===== config.mk =====
export PLATFORM = sky130hd
export DESIGN_NAME = epoch_to_calendar
export DESIGN_NICKNAME = d
export VERILOG_FILES = /design/src/etc_pkg.sv /design/src/epoch_to_calendar.sv /design/src/etc_ctrl.sv /design/src/etc_dp.sv
export SDC_FILE = /design/constraint.sdc
export NUM_CORES = 1
export LEC_CHECK = 0
export CORE_ASPECT_RATIO = 0.9
export CORE_MARGIN = 10
export CORE_UTILIZATION = 55
export DETAILED_ROUTE_END_ITERATION = 10
export DONT_BUFFER_PORTS = 1
export GPL_TIMING_DRIVEN = 0
export PLACE_DENSITY_LB_ADDON = 0.2
export SYNTH_ARGS = -nofsm -noshare
export SYNTH_HDL_FRONTEND = slang
export SYNTH_SLANG_ARGS = --single-unit

===== constraint.sdc =====
create_clock -name aclk -period 9.6 [get_ports aclk]
set_input_delay 1.92 -clock aclk [delete_from_list [all_inputs] [get_ports aclk]]
set_output_delay 1.92 -clock aclk [all_outputs]
set_load 0.02 [all_outputs]

===== src/etc_pkg.sv =====
// ============================================================================
// etc_pkg: shared types and constants for the epoch-to-calendar converter
// Holds the command and status words between the controller and the
// datapath, the calendar constants and the month-length table.
// ============================================================================
`default_nettype none

package etc_pkg;

    // Reciprocal of 675 scaled by 2^35, rounded up. Seconds shifted right by
    // seven times this value, shifted right by 35, gives whole days, since
    // 86400 is 675 times 128. The rounding error keeps all 25-bit inputs exact.
    localparam logic [25:0] RECIP_DAY = 26'd50903317;

    // Seconds in a day, used to recover the second of the day.
    localparam logic [31:0] SEC_PER_DAY = 32'd86400;

    // Reciprocal of 60 scaled by 2^23, exact for any 17-bit second of the day.
    localparam logic [17:0] RECIP_SOD_MIN = 18'd139811;

    // Reciprocal of 60 scaled by 2^17, exact for any 11-bit minute of the day.
    localparam logic [11:0] RECIP_MIN_HOUR = 12'd2185;

    // Cycle counts of the three division steps, stored as count minus one.
    localparam logic [4:0] CNT_DAY_PASS  = 5'd1;
    localparam logic [4:0] CNT_MIN_PASS  = 5'd0;
    localparam logic [4:0] CNT_HOUR_PASS = 5'd1;

    // Residues of the year 1970 that seed the leap-year tracking.
    localparam logic [1:0] EPOCH_MOD4   = 2'd2;
    localparam logic [6:0] EPOCH_MOD100 = 7'd70;
    localparam logic [8:0] EPOCH_MOD400 = 9'd370;

    localparam logic [8:0] DAYS_LEAP   = 9'd366;
    localparam logic [8:0] DAYS_COMMON = 9'd365;

    // Month indexes with a special meaning.
    localparam logic [3:0] MONTH_FEB  = 4'd1;
    localparam logic [3:0] MONTH_LAST = 4'd11;

    // Datapath operations.
    typedef enum logic [2:0] {
        OP_NONE    = 3'd0,
        OP_LOAD    = 3'd1,
        OP_DIV     = 3'd2,
        OP_DIV_END = 3'd3,
        OP_YEAR    = 3'd4,
        OP_MONTH   = 3'd5,
        OP_PUBLISH = 3'd6
    } etc_op_t;

    // Which division step is running.
    typedef enum logic [1:0] {
        PH_DAY  = 2'd0,
        PH_MIN  = 2'd1,
        PH_HOUR = 2'd2
    } etc_phase_t;

    typedef struct packed {
        etc_op_t    op;
        etc_phase_t phase;
    } etc_cmd_t;

    typedef struct packed {
        logic year_fit;
        logic month_fit;
    } etc_status_t;

    // Length of a month in days, February depending on the leap flag.
    function automatic logic [4:0] month_days(input logic [3:0] idx, input logic leap);
        logic [4:0] len;
        begin
            case (idx)
                MONTH_FEB: begin
                    len = leap ? 5'd29 : 5'd28;
                end
                4'd3, 4'd5, 4'd8, 4'd10: begin
                    len = 5'd30;
                end
                default: begin
                    len = 5'd31;
                end
            endcase
            return len;
        end
    endfunction

endpackage

`default_nettype wire


===== src/epoch_to_calendar.sv =====
// ============================================================================
// epoch_to_calendar: Unix time in seconds to minute, hour, day and month
//
//   Channel  Direction  Handshake            Payload
//   s_       in         s_valid / s_ready    s_epoch_seconds[31:0]
//   m_       out        m_valid / m_ready    m_minute, m_hour, m_day_of_month, m_month
//
// The time from acceptance to result grows with Y, the whole years past
// 1970 (at most 136), and with M, the month index (at most 11); the next
// word can be taken in the cycle after its result is published. A word runs
// through the reciprocal-multiply division steps, then the
// one-year-per-cycle subtract loop and the month subtract loop.
// Reset is synchronous on aresetn and clears only the controller.
// A finished result waits in an output register, so a new word is taken
// while m_ready is low; the controller holds in its finish state only when
// a second result is ready before the first one has been taken.
// ============================================================================
`default_nettype none

module epoch_to_calendar (
    input  wire logic        aclk,
    input  wire logic        aresetn,
    input  wire logic        s_valid,
    output logic             s_ready,
    input  wire logic [31:0] s_epoch_seconds,
    output logic             m_valid,
    input  wire logic        m_ready,
    output logic [5:0]       m_minute,
    output logic [4:0]       m_hour,
    output logic [4:0]       m_day_of_month,
    output logic [3:0]       m_month
);

    etc_pkg::etc_cmd_t    cmd;
    etc_pkg::etc_status_t status;

    // Sequencer and handshakes.
    etc_ctrl u_ctrl (
        .aclk    (aclk),
        .aresetn (aresetn),
        .s_valid (s_valid),
        .s_ready (s_ready),
        .m_valid (m_valid),
        .m_ready (m_ready),
        .cmd     (cmd),
        .status  (status)
    );

    // Divider, calendar loops and result registers.
    etc_dp u_dp (
        .aclk            (aclk),
        .aresetn         (aresetn),
        .s_epoch_seconds (s_epoch_seconds),
        .cmd             (cmd),
        .status          (status),
        .m_minute        (m_minute),
        .m_hour          (m_hour),
        .m_day_of_month  (m_day_of_month),
        .m_month         (m_month)
    );

endmodule

`default_nettype wire


===== src/etc_ctrl.sv =====
// ============================================================================
// etc_ctrl: sequencing controller of the epoch-to-calendar converter
// Walks one word through three short division steps, the year loop and
// the month loop, and owns the input and result handshakes.
// ============================================================================
`default_nettype none

module etc_ctrl (
    input  wire logic                 aclk,
    input  wire logic                 aresetn,
    input  wire logic                 s_valid,
    output logic                      s_ready,
    output logic                      m_valid,
    input  wire logic                 m_ready,
    output etc_pkg::etc_cmd_t         cmd,
    input  wire etc_pkg::etc_status_t status
);

    typedef enum logic [6:0] {
        ST_IDLE     = 7'b0000001,
        ST_DIV_DAY  = 7'b0000010,
        ST_DIV_MIN  = 7'b0000100,
        ST_DIV_HOUR = 7'b0001000,
        ST_YEAR     = 7'b0010000,
        ST_MONTH    = 7'b0100000,
        ST_FINISH   = 7'b1000000
    } etc_state_t;

    etc_state_t state_reg, state_next;
    logic [4:0] cnt_reg, cnt_next;
    logic       m_valid_reg, m_valid_next;
    logic       publish;

    // The result slot is free when empty or being drained this cycle.
    assign publish = (state_reg == ST_FINISH) && (!m_valid_reg || m_ready);

    assign s_ready = (state_reg == ST_IDLE);
    assign m_valid = m_valid_reg;

    // Next-state and command decode.
    always_comb begin
        state_next = state_reg;
        cnt_next   = cnt_reg;
        cmd.op     = etc_pkg::OP_NONE;
        cmd.phase  = etc_pkg::PH_DAY;
        case (state_reg)
            ST_IDLE: begin
                if (s_valid) begin
                    cmd.op     = etc_pkg::OP_LOAD;
                    cnt_next   = etc_pkg::CNT_DAY_PASS;
                    state_next = ST_DIV_DAY;
                end
            end
            ST_DIV_DAY: begin
                cmd.phase = etc_pkg::PH_DAY;
                cnt_next  = cnt_reg - 5'd1;
                if (cnt_reg == 5'd0) begin
                    cmd.op     = etc_pkg::OP_DIV_END;
                    cnt_next   = etc_pkg::CNT_MIN_PASS;
                    state_next = ST_DIV_MIN;
                end else begin
                    cmd.op = etc_pkg::OP_DIV;
                end
            end
            ST_DIV_MIN: begin
                cmd.phase = etc_pkg::PH_MIN;
                cnt_next  = cnt_reg - 5'd1;
                if (cnt_reg == 5'd0) begin
                    cmd.op     = etc_pkg::OP_DIV_END;
                    cnt_next   = etc_pkg::CNT_HOUR_PASS;
                    state_next = ST_DIV_HOUR;
                end else begin
                    cmd.op = etc_pkg::OP_DIV;
                end
            end
            ST_DIV_HOUR: begin
                cmd.phase = etc_pkg::PH_HOUR;
                cnt_next  = cnt_reg - 5'd1;
                if (cnt_reg == 5'd0) begin
                    cmd.op     = etc_pkg::OP_DIV_END;
                    state_next = ST_YEAR;
                end else begin
                    cmd.op = etc_pkg::OP_DIV;
                end
            end
            ST_YEAR: begin
                cmd.op = etc_pkg::OP_YEAR;
                if (status.year_fit) begin
                    state_next = ST_MONTH;
                end
            end
            ST_MONTH: begin
                cmd.op = etc_pkg::OP_MONTH;
                if (status.month_fit) begin
                    state_next = ST_FINISH;
                end
            end
            ST_FINISH: begin
                if (publish) begin
                    cmd.op     = etc_pkg::OP_PUBLISH;
                    state_next = ST_IDLE;
                end
            end
            default: begin
                state_next = ST_IDLE;
            end
        endcase
    end

    // Result valid flag.
    always_comb begin
        if (publish) begin
            m_valid_next = 1'b1;
        end else if (m_ready) begin
            m_valid_next = 1'b0;
        end else begin
            m_valid_next = m_valid_reg;
        end
    end

    // Control registers.
    always_ff @(posedge aclk) begin
        if (!aresetn) begin
            state_reg   <= ST_IDLE;
            cnt_reg     <= 5'd0;
            m_valid_reg <= 1'b0;
        end else begin
            state_reg   <= state_next;
            cnt_reg     <= cnt_next;
            m_valid_reg <= m_valid_next;
        end
    end

    // A result appears only out of the finish state.
    assert property (@(posedge aclk) disable iff (!aresetn)
        $rose(m_valid_reg) |-> $past(state_reg == ST_FINISH))
        else $error("result valid raised outside the finish state");

    // The minute step starts with its full cycle count.
    assert property (@(posedge aclk) disable iff (!aresetn)
        (state_reg == ST_DIV_DAY && cnt_reg == 5'd0)
        |=> (state_reg == ST_DIV_MIN && cnt_reg == etc_pkg::CNT_MIN_PASS))
        else $error("minute pass entered with a wrong step count");

endmodule

`default_nettype wire


===== src/etc_dp.sv =====
// ============================================================================
// etc_dp: datapath of the epoch-to-calendar converter
// Reciprocal-multiply division steps for days, minutes and hours, the year
// and month subtract loops with leap-year tracking, and the result registers.
// ============================================================================
`default_nettype none

module etc_dp (
    input  wire logic              aclk,
    input  wire logic              aresetn,
    input  wire logic [31:0]       s_epoch_seconds,
    input  wire etc_pkg::etc_cmd_t cmd,
    output etc_pkg::etc_status_t   status,
    output logic [5:0]             m_minute,
    output logic [4:0]             m_hour,
    output logic [4:0]             m_day_of_month,
    output logic [3:0]             m_month
);

    logic [31:0] secs_reg, secs_next;
    logic [16:0] sod_reg, sod_next;
    logic [10:0] mod_reg, mod_next;
    logic [15:0] days_reg, days_next;
    logic [1:0]  mod4_reg, mod4_next;
    logic [6:0]  mod100_reg, mod100_next;
    logic [8:0]  mod400_reg, mod400_next;
    logic [3:0]  month_reg, month_next;
    logic [5:0]  minute_reg, minute_next;
    logic [4:0]  hour_reg, hour_next;
    logic [5:0]  out_minute_reg, out_minute_next;
    logic [4:0]  out_hour_reg, out_hour_next;
    logic [4:0]  out_day_reg, out_day_next;
    logic [3:0]  out_month_reg, out_month_next;

    logic [50:0] day_prod;
    logic [31:0] day_secs;
    logic [33:0] min_prod;
    logic [21:0] hour_prod;
    logic [10:0] hour_mins;
    logic        leap;
    logic [8:0]  year_len;
    logic [4:0]  mon_len;
    logic        year_fit;
    logic        month_fit;
    logic [4:0]  day_val;

    // Division steps. The day quotient is a 25 by 26 bit product, the second
    // of the day is what is left of the input, the minute of the day and the
    // hour are smaller reciprocal products, and 60 times the hour is two shifts.
    assign day_prod  = 51'(secs_reg[31:7]) * 51'(etc_pkg::RECIP_DAY);
    assign day_secs  = 32'(days_reg) * etc_pkg::SEC_PER_DAY;
    assign min_prod  = 34'(sod_reg) * 34'(etc_pkg::RECIP_SOD_MIN);
    assign hour_prod = 22'(mod_reg) * 22'(etc_pkg::RECIP_MIN_HOUR);
    assign hour_mins = {hour_reg, 6'd0} - {4'd0, hour_reg, 2'd0};

    // Leap-year flag and the lengths of the current year and month.
    assign leap      = (mod4_reg == 2'd0) && ((mod100_reg != 7'd0) || (mod400_reg == 9'd0));
    assign year_len  = leap ? etc_pkg::DAYS_LEAP : etc_pkg::DAYS_COMMON;
    assign mon_len   = etc_pkg::month_days(month_reg, leap);
    assign year_fit  = (days_reg < {7'd0, year_len});
    assign month_fit = (month_reg == etc_pkg::MONTH_LAST) || (days_reg < {11'd0, mon_len});

    assign status.year_fit  = year_fit;
    assign status.month_fit = month_fit;

    // Day of month, held at 31 should the count ever run past the month.
    assign day_val = (days_reg > 16'd30) ? 5'd31 : 5'(days_reg[4:0] + 5'd1);

    // Next values of the working registers.
    always_comb begin
        secs_next       = secs_reg;
        sod_next        = sod_reg;
        mod_next        = mod_reg;
        days_next       = days_reg;
        mod4_next       = mod4_reg;
        mod100_next     = mod100_reg;
        mod400_next     = mod400_reg;
        month_next      = month_reg;
        minute_next     = minute_reg;
        hour_next       = hour_reg;
        out_minute_next = out_minute_reg;
        out_hour_next   = out_hour_reg;
        out_day_next    = out_day_reg;
        out_month_next  = out_month_reg;
        case (cmd.op)
            etc_pkg::OP_LOAD: begin
                secs_next   = s_epoch_seconds;
                mod4_next   = etc_pkg::EPOCH_MOD4;
                mod100_next = etc_pkg::EPOCH_MOD100;
                mod400_next = etc_pkg::EPOCH_MOD400;
                month_next  = 4'd0;
            end
            etc_pkg::OP_DIV: begin
                case (cmd.phase)
                    etc_pkg::PH_DAY: begin
                        // Whole days since the epoch.
                        days_next = 16'(day_prod >> 35);
                    end
                    etc_pkg::PH_HOUR: begin
                        // Hour from the minute of the day.
                        hour_next = 5'(hour_prod >> 17);
                    end
                    default: begin
                    end
                endcase
            end
            etc_pkg::OP_DIV_END: begin
                case (cmd.phase)
                    etc_pkg::PH_DAY: begin
                        // Seconds left over within the day.
                        sod_next = 17'(secs_reg - day_secs);
                    end
                    etc_pkg::PH_MIN: begin
                        // Minute of the day; the seconds are dropped.
                        mod_next = 11'(min_prod >> 23);
                    end
                    default: begin
                        minute_next = 6'(mod_reg - hour_mins);
                    end
                endcase
            end
            etc_pkg::OP_YEAR: begin
                if (!year_fit) begin
                    days_next   = days_reg - {7'd0, year_len};
                    mod4_next   = mod4_reg + 2'd1;
                    mod100_next = (mod100_reg == 7'd99) ? 7'd0 : 7'(mod100_reg + 7'd1);
                    mod400_next = (mod400_reg == 9'd399) ? 9'd0 : 9'(mod400_reg + 9'd1);
                end
            end
            etc_pkg::OP_MONTH: begin
                if (!month_fit) begin
                    days_next  = days_reg - {11'd0, mon_len};
                    month_next = month_reg + 4'd1;
                end
            end
            etc_pkg::OP_PUBLISH: begin
                out_minute_next = minute_reg;
                out_hour_next   = hour_reg;
                out_day_next    = day_val;
                out_month_next  = month_reg;
            end
            default: begin
            end
        endcase
    end

    // Datapath registers; none of them needs a reset.
    always_ff @(posedge aclk) begin
        secs_reg       <= secs_next;
        sod_reg        <= sod_next;
        mod_reg        <= mod_next;
        days_reg       <= days_next;
        mod4_reg       <= mod4_next;
        mod100_reg     <= mod100_next;
        mod400_reg     <= mod400_next;
        month_reg      <= month_next;
        minute_reg     <= minute_next;
        hour_reg       <= hour_next;
        out_minute_reg <= out_minute_next;
        out_hour_reg   <= out_hour_next;
        out_day_reg    <= out_day_next;
        out_month_reg  <= out_month_next;
    end

    assign m_minute       = out_minute_reg;
    assign m_hour         = out_hour_reg;
    assign m_day_of_month = out_day_reg;
    assign m_month        = out_month_reg;

    // The year loop leaves less than a full year of days.
    assert property (@(posedge aclk) disable iff (!aresetn)
        (cmd.op == etc_pkg::OP_MONTH) |-> (days_reg < {7'd0, etc_pkg::DAYS_LEAP}))
        else $error("month loop started with a full year of days left");

    // The month loop never steps past December.
    assert property (@(posedge aclk) disable iff (!aresetn)
        (cmd.op == etc_pkg::OP_MONTH) |-> (month_reg <= etc_pkg::MONTH_LAST))
        else $error("month index ran past December");

    // A published word carries a time of day in range.
    assert property (@(posedge aclk) disable iff (!aresetn)
        (cmd.op == etc_pkg::OP_PUBLISH) |=> (out_hour_reg < 5'd24 && out_minute_reg < 6'd60))
        else $error("published hour or minute out of range");

endmodule

`default_nettype wire


=== Yosys cells after proc, flatten, opt, wreduce, memory -nomap -nowiden ===
Index checks and enable logic that the tools add are counted.

* Add/subtract/negate cells: 11
* $mul: 4
* $lt $le $gt $ge: 3
* Eq/ne operators: 33
* Multiplexer cells: 36
* Bitwise operators: 1
* Reduce and logical (&&, ||, !) cells: 28

{| class="wikitable"
|+ Operator list
! kind !! number
|-
| $mux W7 || 9
|-
| $mul A25 B26 Y51 const B || 1
|-
| $pmux W7 S7 || 1
|-
| $mux W16 || 3
|-
| $pmux W16 S3 || 1
|-
| $mul A17 B18 Y34 const B || 1
|-
| $mul A11 B12 Y22 const B || 1
|-
| $pmux W5 S4 || 1
|-
| $mux W9 || 2
|-
| $pmux W9 S2 || 1
|-
| $sub A17 B17 Y17 || 1
|-
| $gt A16 B5 Y1 const B || 1
|-
| $lt A16 B5 Y1 || 1
|-
| $lt A16 B9 Y1 || 1
|-
| $mul A16 B10 Y10 const B || 1
|-
| $sub A16 B5 Y16 || 1
|-
| $sub A16 B9 Y16 || 1
|-
| $mux W5 || 3
|-
| $pmux W3 S5 || 1
|-
| $eq A7 B7 Y1 const B || 2
|-
| $ne A2 B1 Y1 const B || 7
|-
| $pmux W7 S2 || 1
|-
| $reduce_and A2 Y1 || 7
|-
| $eq A4 B4 Y1 const B || 3
|-
| 47 further kinds || 64
|}

* Bits in registers: 142
* Input bits: 36
* Output and inout bits: 22
* Logic and storage cells: 133

=== Logic depth before layout (Yosys ltp) ===
Gate-level depths: netlist of the first run.

* Depth in word-level cells: 9
* Gate-level depth with buffers: 25
* Gate-level depth less buffers: 25

=== By module ===
Synthesis of the first run repeated with hierarchy kept, for this count alone.

* Cells, all modules: 2037
* Area total of the unflattened synthesis: 20943.8 um^2

{| class="wikitable"
|+ Modules (own cells, without submodules)
! module !! instances !! cells an instance !! area an instance (um^2)
|-
| etc_dp || 1 || 1918 || 20025.5
|-
| etc_ctrl || 1 || 119 || 918.4
|}

=== Worst setup path after synthesis of the first run ===
Ideal clock, no wire load.

* Kind: reg-to-reg
* Start point: register u_dp.secs_reg[12]
* End point: register u_dp.days_reg[0] (data pin)
* Arrival time: 6091 ps
* Required time: 9334 ps
* Setup slack: 3243 ps
* Stages on the path, launching flop included: 24
* Period minus slack after synthesis: 6357 ps
* Cells stage by stage: edfxtp_1 > inv_1 > ha_1 > inv_1 > fa_1 > ha_1 > inv_1 > fa_1 > inv_1 > fa_1 > fa_1 > inv_1 > fa_1 > inv_1 > ha_1 > and4_1 > and2_1 > a31o_1 > or2_1 > o21bai_1 > a21oi_1 > o41ai_1 > a211oi_1 > or3b_1

* Cells in the longest elaborated chain, start to end: 3

{| class="wikitable"
|+ RTL lines
! what !! RTL line !! source
|-
| start: declaration || etc_dp.sv:20 || <nowiki>logic [31:0] secs_reg, secs_next;</nowiki>
|-
| start signal: assignment || etc_dp.sv:149 || <nowiki>secs_reg <= secs_next;</nowiki>
|-
| $mul A25 B26 Y51 || etc_dp.sv:50 || <nowiki>assign day_prod = 51'(secs_reg[31:7]) * 51'(etc_pkg::RECIP_DAY);</nowiki>
|-
| $mux W16 || etc_dp.sv:94 || <nowiki>case (cmd.phase)</nowiki>
|-
| $pmux W16 S3 || etc_dp.sv:85 || <nowiki>case (cmd.op)</nowiki>
|-
| named net u_dp.days_next[0] || etc_dp.sv:23 || <nowiki>logic [15:0] days_reg, days_next;</nowiki>
|-
| end signal: assignment || etc_dp.sv:152 || <nowiki>days_reg <= days_next;</nowiki>
|-
| end: declaration || etc_dp.sv:23 ||
|}

The timed path passes the listed nets, and every way through them passes these cells. The select of a mux whose other input is x is not followed.
A chain may end at the register's enable or synchronous reset.

=== Worst setup path after layout of the first run ===
* Start point: register u_dp.secs_reg[12]
* End point: register u_dp.days_reg[15] (data pin)

The elaborated chain is that of the path after synthesis.

==> flow_metrics.py, run 1 <==
metrics = {
    "clocking": {
        "cts_hold_repair.buffers": 0,
        "clk_path_buf_depth": 2,
        "root_buffer": "clkbuf_16",
        "cts_tree": "yes",
        "cts-resized-gates": 0,
        "h-tree-depth": 4,
        "clkLatencyLatePin_ns": 0.46,
        "cts_buffers": 17,
        "post-cts-setup-buffer-count": 0,
        "clkSlewWorstSetupHoldPaths_ns": 0.07,
        "clock_sinks": 142,
    },
    "worst_hold_path": {
        "min_to": "u_dp.sod_reg[6]$_DFFE_PP_",
        "hold_class": "flip-flop to flip-flop",
        "worstHoldStart": "u_dp.secs_reg[6]$_DFFE_PP_",
        "worstHoldPathCells": 0,
    },
    "synthesis": {
        "yosysWarnings": 0,
        "avgSynthCellArea_um2": 10.4,
        "yosysTopAreaCell": "ha_1",
        "seq_area_frac_synth": 0.201,
        "netlist_area_um2": 20600,
        "synth-edff-count": 129,
        "synth_top_family_by_area": "adder cells",
        "synthAdderAreaFrac": 0.527,
        "ys_ff_latch": 142,
        "synthTopCellsByCount": "inv_1 (504), ha_1 (493), fa_1 (233)",
        "synth_flop_cell": "edfxtp_1",
        "synth_compound_area_frac": 0.0780,
        "yosys.area_share.simple": 0.0668,
        "yosysTopAreaCellShare": 0.300,
        "synth_async_sr_flop_share": 0,
        "synth-xor-area-share": 0.0315,
        "synth_cells": 1977,
        "yosysMostFrequentCell": "inv_1",
        "synthesis.nets": 2739,
        "synth.area.top_cells": "ha_1 (30%), fa_1 (23%), edfxtp_1 (19%)",
        "synth.distinct_cells": 74,
        "muxShareOfSynthArea": 0.00158,
    },
    "route": {
        "drtAntennaViolNets": 0,
        "drtPass1Iterations": 7,
        "via_per_inst": 5.36,
        "wl_per_cell_um": 17.6,
        "num_vias": 13400,
        "drc": 0,
        "finalWirelength_um": 43800,
        "first_iter_violations": 736,
    },
    "floorplan": {
        "die-width_um": 224,
        "core_area_um2": 37100,
        "dieArea_um2": 45500,
        "initial_core_util": 0.555,
        "num_rows": 67,
        "num_io_pins": 58,
        "die_h_um": 203,
    },
    "global_route": {
        "globalRoute.totalOverflow": 0,
        "grt_max_degree": 34,
        "grt_pass1_wl_um": 73600,
        "grt.total_usage": 0.201,
        "antenna_found_initial": 0,
        "grt_pass1_vias": 14500,
    },
    "job": {
        "max_cap_viol_count": 0,
    },
    "finish": {
        "largest_reg_flops": 32,
        "area_growth_pct": 5.99,
        "drive_above_1_share": 0.0269,
        "nets": 2759,
        "fin_cells": 2493,
        "fill_cells": 3132,
        "antenna_cells": 0,
    },
    "worst_setup_path": {
        "crit_path_end_kind": "flip-flop",
        "crit_chain": "inv_1, ha_1, inv_1, fa_1, ha_1, inv_1, fa_1, inv_1, fa_1, fa_1, inv_1, fa_1, inv_1, ha_1, a21oi_1, o22ai_1, or3_1, nor3_1, a21oi_1, a31oi_2, o211ai_1, xnor2_1, o211ai_1",
        "cpMostUsedCell": "inv_1",
        "startpoint": "u_dp.secs_reg[12]$_DFFE_PP_",
        "critical_path.slowest_cell": "edfxtp_1",
        "path_class": "flip-flop to flip-flop",
        "reg2regPathDepth": 23,
        "crit_path_max_incr_delay_ns": 0.86,
        "r2r_start": "u_dp.secs_reg[12]$_DFFE_PP_",
        "worst-path-max-fanout": 12,
        "rrSetupSlack_ns": 2.05,
        "r2r_end": "u_dp.days_reg[15]$_DFFE_PP_",
        "worstPathArrival_ns": 7.73,
        "startpoint_type": "flip-flop",
        "cp.required_ns": 9.78,
    },
    "timing": {
        "setup_viol": 0,
        "finalSetupTns_ns": 0,
        "fin_crit_sh": 0.786,
        "rsz0062_at_grt": "false",
        "max_slew_margin": 0.305,
        "fin_crit_ns": 7.55,
        "worst-slew-pin-transition_ns": 1.04,
        "finalMaxSlewViolations": 0,
        "fin_ws_ns": 2.05,
        "clock_skew_ns": 0.0118,
        "hold_viol_final": 0,
        "timing.fmax_mhz": 132,
    },
    "placement": {
        "post-place-ws_ns": 2.06,
        "dp_cells": 2461,
        "dp_hpwl_um": 36500,
        "port_buffers": 0,
        "gp_congestion": 0.925,
    },
    "outcome": {
        "status": "completed",
    },
}
-- metal layers --
layer,GRT usage,up-vias,wire length [um]
li1,-,6559,-
met1,0.265,6541,20200
met2,0.339,227,21200
met3,0.0299,39,1710
met4,0.0521,0,662
met5,0,-,0
-- worst max path at each step --
stage	slack [ns]	endpoint	cells past startpoint
6_report	2.05	u_dp.days_reg[15]$_DFFE_PP_	23
5_1_grt	1.77	u_dp.days_reg[15]$_DFFE_PP_	23
4_1_cts	2.06	u_dp.days_reg[15]$_DFFE_PP_	23
3_5_place_dp	2.06	u_dp.days_reg[15]$_DFFE_PP_	23
3_3_place_gp	2.21	u_dp.days_reg[15]$_DFFE_PP_	23
2_1_floorplan	3.24	u_dp.days_reg[0]$_DFFE_PP_	23
-- worst max-delay path, delay by kind of cell, from the launching register on --
kind | cells | cell delay (ns)
buffers and inverters | 6 | 0.64
and+or+nand+nor | 2 | 0.71
xor gates and xnor gates | 1 | 0.30
AOI/OAI and AO/OA | 6 | 1.18
DFF | 1 | 0.86
adders and majority gates | 8 | 3.56
-- kinds of logic (layout without fill, tap and decap cells) --
kind of cell             after synthesis  count (layout)
adder cells (fa/ha/maj)              726             726
buffers and inverters                516             549
AND/OR/NAND/NOR                      275             275
AO/OA/AOI/OAI                        241             241
flip-flops                           142             142
XOR/XNOR                              74              74
multiplexers                           3               3
-- layout by cell type, fill, tap and decap left out, types with 34 or more instances in the layout --
cell	instances
ha_1	493
a21oi_1	63
nand2_1	65
nand3_1	34
edfxtp_1	129
xnor2_1	43
fa_1	233
inv_1	503
a21o_1	40
nor2_1	74
-- through the flow --
step                      hold WS, ns  utilization  cell area (um^2)
after global routing            0.433        0.588             21800
after CTS                       0.424        0.588             21800
after global placement          0.403        0.571             21200
after detailed placement        0.405        0.572             21200
final                           0.423        0.588             21800
after floorplan                 0.400            -             20600
-- area by class of cell --
cell class | count | area [um^2] | share of cell area
buffer | 12 | 45.0 | 0.00207
clock buffer | 18 | 439 | 0.0202
clock inverter | 14 | 165 | 0.00758
inverter | 504 | 1890 | 0.0868
multi-input combinational | 1319 | 14500 | 0.665
sequential | 142 | 4130 | 0.190
tap | 483 | 604 | 0.0277
timing repair buffer | 1 | 15.0 | 0.000689
Power of run 1 is left out: the tool's default activity adds up to more than one toggle a clock period on the data nets, which glitch-free logic cannot reach.
==> run 2: changes to the inputs <==
- clock period: 9.6 -> 6.5 ns (I/O delays scaled with it)
==> run 2 against run 1 <==
  * Final cell count rose by 2.7%
  * Final area rose by 3.9%
  * Critical path depth fell by 1
  * Utilization rose by 2.3 points
  * Global-route usage rose by 0.91 points
  * Largest cell class unchanged
==> flow_metrics.py, run 2 (synthesized netlist as in run 1, its figures left out) <==
metrics = {
    "clocking": {
        "cts_tree": "yes",
        "clk_path_buf_depth": 2,
        "h-tree-depth": 4,
        "clkSlewWorstSetupHoldPaths_ns": 0.07,
        "cts_buffers": 17,
        "clock_sinks": 142,
        "cts_hold_repair.buffers": 0,
        "clkLatencyLatePin_ns": 0.46,
        "root_buffer": "clkbuf_16",
    },
    "route": {
        "drc": 0,
        "first_iter_violations": 745,
        "via_per_inst": 5.41,
        "drtPass1Iterations": 5,
        "num_vias": 13800,
        "drtAntennaViolNets": 0,
        "wl_per_cell_um": 18.2,
        "finalWirelength_um": 46700,
    },
    "floorplan": {
        "dieArea_um2": 45500,
        "die_h_um": 203,
        "core_area_um2": 37100,
        "die-width_um": 224,
        "num_io_pins": 58,
        "initial_core_util": 0.555,
        "num_rows": 67,
    },
    "timing": {
        "timing.fmax_mhz": 155,
        "finalMaxSlewViolations": 0,
        "finalSetupTns_ns": 0,
        "clock_skew_ns": 0.0142,
        "worst-slew-pin-transition_ns": 1.04,
        "holdWs_ns": 0.422,
        "max_slew_margin": 0.306,
        "rsz0062_at_grt": "true",
        "fin_crit_sh": 0.996,
        "fin_ws_ns": 0.0292,
        "setup_viol": 0,
        "hold_viol_final": 0,
        "fin_crit_ns": 6.47,
    },
    "global_route": {
        "grt_pass1_vias": 14800,
        "grt.total_usage": 0.210,
        "antenna_found_initial": 0,
        "globalRoute.totalOverflow": 0,
        "grt_max_degree": 34,
        "grt_pass1_wl_um": 76300,
    },
    "outcome": {
        "status": "completed",
    },
    "finish": {
        "layout_commonest_cell": "inv_1",
        "layout_common_cells": "inv_1 (489), ha_1 (474), fa_1 (230), edfxtp_1 (129), nor2_1 (73)",
        "largest_reg_flops": 32,
        "regArea_um2": 4130,
        "fill_cells": 3022,
        "nets": 2825,
        "multiInputGateArea_um2": 14800,
        "final_core_util": 0.611,
        "drive_above_1_share": 0.0838,
        "area_growth_pct": 10.1,
    },
    "placement": {
        "post-place-ws_ns": -1.04,
        "port_buffers": 0,
        "gp_congestion": 0.925,
        "dp_hpwl_um": 36500,
    },
    "worst_setup_path": {
        "crit_path_end_kind": "flip-flop",
        "startpoint_type": "flip-flop",
        "worstPathArrival_ns": 6.69,
        "crit_path_max_incr_delay_ns": 0.61,
        "path_class": "flip-flop to flip-flop",
        "cp.required_ns": 6.72,
        "crit_family": "adder cells",
        "critical_path.slowest_cell": "fa_1",
        "crit_chain": "buf_4, fa_1, ha_1, inv_1, fa_1, inv_1, fa_1, inv_1, fa_1, fa_1, fa_1, inv_1, ha_4, nand2_1, o21ai_1, o21bai_1, a21oi_4, a211o_1, a211o_1, a21oi_2, o21ai_1, a31o_1",
        "cpMostUsedCell": "fa_1",
        "worst-path-max-fanout": 6,
        "cp_num_buf_inv": 5,
    },
    "worst_hold_path": {
        "hold_class": "flip-flop to flip-flop",
    },
    "job": {
        "max_cap_viol_count": 0,
    },
}
[run 2: cell count changes in the layout (fill, tap and decap cells not counted), moves of 7 or more]
cell     change
inv_2       +13
a21oi_1      -8
ha_1        -19
buf_6        +7
buf_4       +59
ha_4        +15
inv_1       -14
[run 2: per-stage QoR]
stage          area (um^2)  cells
6_report             22600   2560
5_1_grt              22600   2559
4_1_cts              22300   2545
3_5_place_dp         21200   2461
3_3_place_gp         21200   2460
2_1_floorplan        20600   1977
[run 2: what timing repair did]
| action | CTS | global route |
|---|---|---|
| buffers inserted | 52 | 14 |
| pin swaps | 18 | 46 |
| endpoints found under the setup margin | 16 | 15 |
| gates resized for setup | 26 | 41 |
[run 2: worst paths after layout]
check	end	from	slack [ns]	cells past startpoint
max	u_dp.days_reg[9]$_DFFE_PP_	u_dp.secs_reg[17]$_DFFE_PP_	0.03	22
min	u_dp.m_minute[5]$_DFFE_PN_	u_dp.minute_reg[5]$_DFFE_PP_	0.42	0
max reg2reg	u_dp.days_reg[9]$_DFFE_PP_	u_dp.secs_reg[17]$_DFFE_PP_	0.03	22
min reg2reg	u_dp.m_minute[5]$_DFFE_PN_	u_dp.minute_reg[5]$_DFFE_PP_	0.42	0
[run 2: metal layers]
metal  track usage  vias to the layer above  wire [um]
li1              -                     6706          -
met1         0.274                     6786      21100
met2         0.355                      285      22600
met3        0.0343                       67       2070
met4        0.0569                        0       1000
met5             0                        -          0
[run 2: area by class of cell]
class	count	area share
Inverter	504	0.0837
Timing Repair Buffer	67	0.0237
Multi-Input combinational cell	1319	0.655
Clock inverter	14	0.00729
Tap cell	483	0.0267
Buffer	12	0.00199
Clock buffer	18	0.0194
Antenna cell	1	0.000111
Sequential cell	142	0.183
[run 2: worst register-to-register path, delay by kind of cell, from the launching register on]
| kind | cells | cell delay [ns] |
|---|---|---|
| simple gates | 1 | 0.06 |
| compound gates | 8 | 1.64 |
| flops | 1 | 0.36 |
| fa+ha+maj | 8 | 3.74 |
| buf+inv | 5 | 0.44 |
Power of run 2 is left out for the same reason.
==> run 3: changes to the inputs <==
- SYNTH_HIERARCHICAL: not set -> 1
==> run 3 against run 2 <==
  * Non-clock buffer count is 20 higher
  * Utilization increased by 1.1 points
  * Maximum frequency up 0.89%
  * Critical endpoint is now u_dp/days_reg[13]$_DFFE_PP_
  * Largest cell class unchanged
==> flow_metrics.py, run 3 <==
metrics = {
    "worst_setup_path": {
        "reg2regPathDepth": 20,
        "critical_path.slowest_cell": "fa_1",
        "worst-path-max-fanout": 5,
        "worstPathArrival_ns": 6.60,
        "startpoint_type": "flip-flop",
        "r2r_start": "u_dp/secs_reg[25]$_DFFE_PP_",
        "cp_num_buf_inv": 3,
        "path_class": "flip-flop to flip-flop",
        "crit_chain": "buf_6, fa_1, ha_2, fa_1, fa_1, inv_1, fa_1, fa_1, fa_1, inv_1, ha_4, a211oi_4, o22ai_2, a2111oi_4, a21oi_2, nand2_1, nand3_4, a311oi_4, xor2_1, a21oi_1",
        "crit_family": "adder cells",
        "crit_path_end_kind": "flip-flop",
        "r2r_end": "u_dp/days_reg[13]$_DFFE_PP_",
        "crit_path_max_incr_delay_ns": 0.56,
        "cp.required_ns": 6.69,
        "rrSetupSlack_ns": 0.09,
        "cpMostUsedCell": "fa_1",
    },
    "job": {
        "max_cap_viol_count": 0,
    },
    "worst_hold_path": {
        "hold_class": "flip-flop to flip-flop",
        "worstHoldStart": "u_dp/secs_reg[5]$_DFFE_PP_",
        "min_to": "u_dp/sod_reg[5]$_DFFE_PP_",
        "worstHoldPathCells": 0,
    },
    "finish": {
        "layout_commonest_cell": "inv_1",
        "drive_above_1_share": 0.0996,
        "layout_common_cells": "inv_1 (499), ha_1 (471), fa_1 (227), edfxtp_1 (129), buf_4 (75)",
        "fill_cells": 2987,
        "largest_reg_flops": 32,
        "antenna_cells": 0,
        "area_growth_pct": 11.0,
        "final_area_um2": 23300,
        "fin_cells": 2632,
        "nets": 2899,
    },
    "synthesis": {
        "ys_ff_latch": 142,
        "synthTopCellsByCount": "inv_1 (508), ha_1 (494), fa_1 (233)",
        "synth_async_sr_flop_share": 0,
        "synth-edff-count": 129,
        "yosysMostFrequentCell": "inv_1",
        "avgSynthCellArea_um2": 10.3,
        "yosysWarnings": 6,
        "synth_cells": 2037,
        "synth.distinct_cells": 75,
        "yosysTopAreaCellShare": 0.295,
        "netlist_area_um2": 20900,
        "synthesis.nets": 2800,
        "synth_flop_cell": "edfxtp_1",
        "yosysTopAreaCell": "ha_1",
        "synth.area.top_cells": "ha_1 (30%), fa_1 (22%), edfxtp_1 (18%)",
        "seq_area_frac_synth": 0.197,
    },
    "floorplan": {
        "die-width_um": 226,
        "initial_core_util": 0.560,
        "core_area_um2": 37400,
        "num_rows": 67,
        "dieArea_um2": 46300,
        "num_io_pins": 58,
        "die_h_um": 205,
    },
    "clocking": {
        "clk_path_buf_depth": 2,
        "clkLatencyLatePin_ns": 0.46,
        "h-tree-depth": 4,
        "cts_buffers": 17,
        "root_buffer": "clkbuf_16",
        "clkSlewWorstSetupHoldPaths_ns": 0.06,
        "cts_tree": "yes",
        "clock_sinks": 142,
    },
    "placement": {
        "post-place-ws_ns": -0.634,
        "port_buffers": 0,
        "gp_congestion": 0.897,
        "placed_area_um2": 21600,
        "dp_cells": 2523,
        "dp_hpwl_um": 36600,
    },
    "global_route": {
        "antenna_found_initial": 0,
        "grt_pass1_wl_um": 75700,
        "grt_max_degree": 33,
        "grt_pass1_vias": 14800,
        "globalRoute.totalOverflow": 0,
        "grt.total_usage": 0.209,
    },
    "timing": {
        "worst-slew-pin-transition_ns": 0.989,
        "setup_viol": 0,
        "clock_skew_ns": 0.0217,
        "hold_viol_final": 0,
        "fin_ws_ns": 0.0864,
        "finalMaxSlewViolations": 0,
        "fin_crit_sh": 0.987,
        "finalSetupTns_ns": 0,
        "max_slew_margin": 0.341,
        "timing.fmax_mhz": 156,
        "rsz0062_at_grt": "true",
        "fin_crit_ns": 6.41,
    },
    "outcome": {
        "status": "completed",
    },
    "route": {
        "wl_per_cell_um": 17.9,
        "drtAntennaViolNets": 0,
        "drtPass1Iterations": 5,
        "num_vias": 14100,
        "drc": 0,
        "first_iter_violations": 783,
        "finalWirelength_um": 47100,
        "via_per_inst": 5.37,
    },
}
run 3: cell families after synthesis:
kind of cell / Yosys count / synth area share
muxes: 6 / 0.00305
xor gates and xnor gates: 87 / 0.0364
DFF: 142 / 0.197
adders and majority gates: 727 / 0.518
and+or+nand+nor: 283 / 0.0674
AOI/OAI and AO/OA: 264 / 0.0817
buffers and inverters: 528 / 0.0962
run 3: worst max path at each step:
stage,to,cells after the start,startpoint
2_1_floorplan,u_dp/days_reg[14]$_DFFE_PP_,23,u_dp/secs_reg[12]$_DFFE_PP_
3_3_place_gp,u_dp/days_reg[11]$_DFFE_PP_,23,u_dp/secs_reg[12]$_DFFE_PP_
3_5_place_dp,u_dp/days_reg[13]$_DFFE_PP_,23,u_dp/secs_reg[12]$_DFFE_PP_
4_1_cts,u_dp/days_reg[10]$_DFFE_PP_,23,u_dp/secs_reg[20]$_DFFE_PP_
5_1_grt,u_dp/days_reg[13]$_DFFE_PP_,22,u_dp/secs_reg[20]$_DFFE_PP_
6_report,u_dp/days_reg[13]$_DFFE_PP_,20,u_dp/secs_reg[25]$_DFFE_PP_
run 3: per-layer routing:
metal	global-route usage	vias up	routed length [um]	part of all wire
met5	0	-	0	0
met4	0.0680	0	1170	0.025
met3	0.0492	73	2180	0.046
met1	0.269	6850	21500	0.46
li1	-	6941	-	-
met2	0.343	279	22200	0.47
run 3: layout make-up:
cell class | count | area (um^2) | share of cell area
multi-input combinational | 1367 | 15300 | 0.658
clock buffer | 18 | 429 | 0.0185
sequential | 142 | 4130 | 0.178
timing repair buffer | 80 | 647 | 0.0278
tap | 483 | 604 | 0.0260
buffer | 19 | 105 | 0.00452
clock inverter | 14 | 126 | 0.00543
inverter | 509 | 1910 | 0.0823
run 3: repair_timing:
action / CTS / global route
cloned: 0 / 0
gates resized for setup: 15 / 83
pin swaps: 8 / 54
buffers inserted: 54 / 23
setup endpoints to repair: 16 / 14
hold buffers: 0 / 0
run 3: metrics by stage:
stage	hold WS [ns]	util
3_5_place_dp	0.405	0.578
2_1_floorplan	0.400	-
6_report	0.420	0.622
4_1_cts	0.422	0.606
5_1_grt	0.425	0.622
3_3_place_gp	0.401	0.576
Power of run 3 is left out for the same reason.
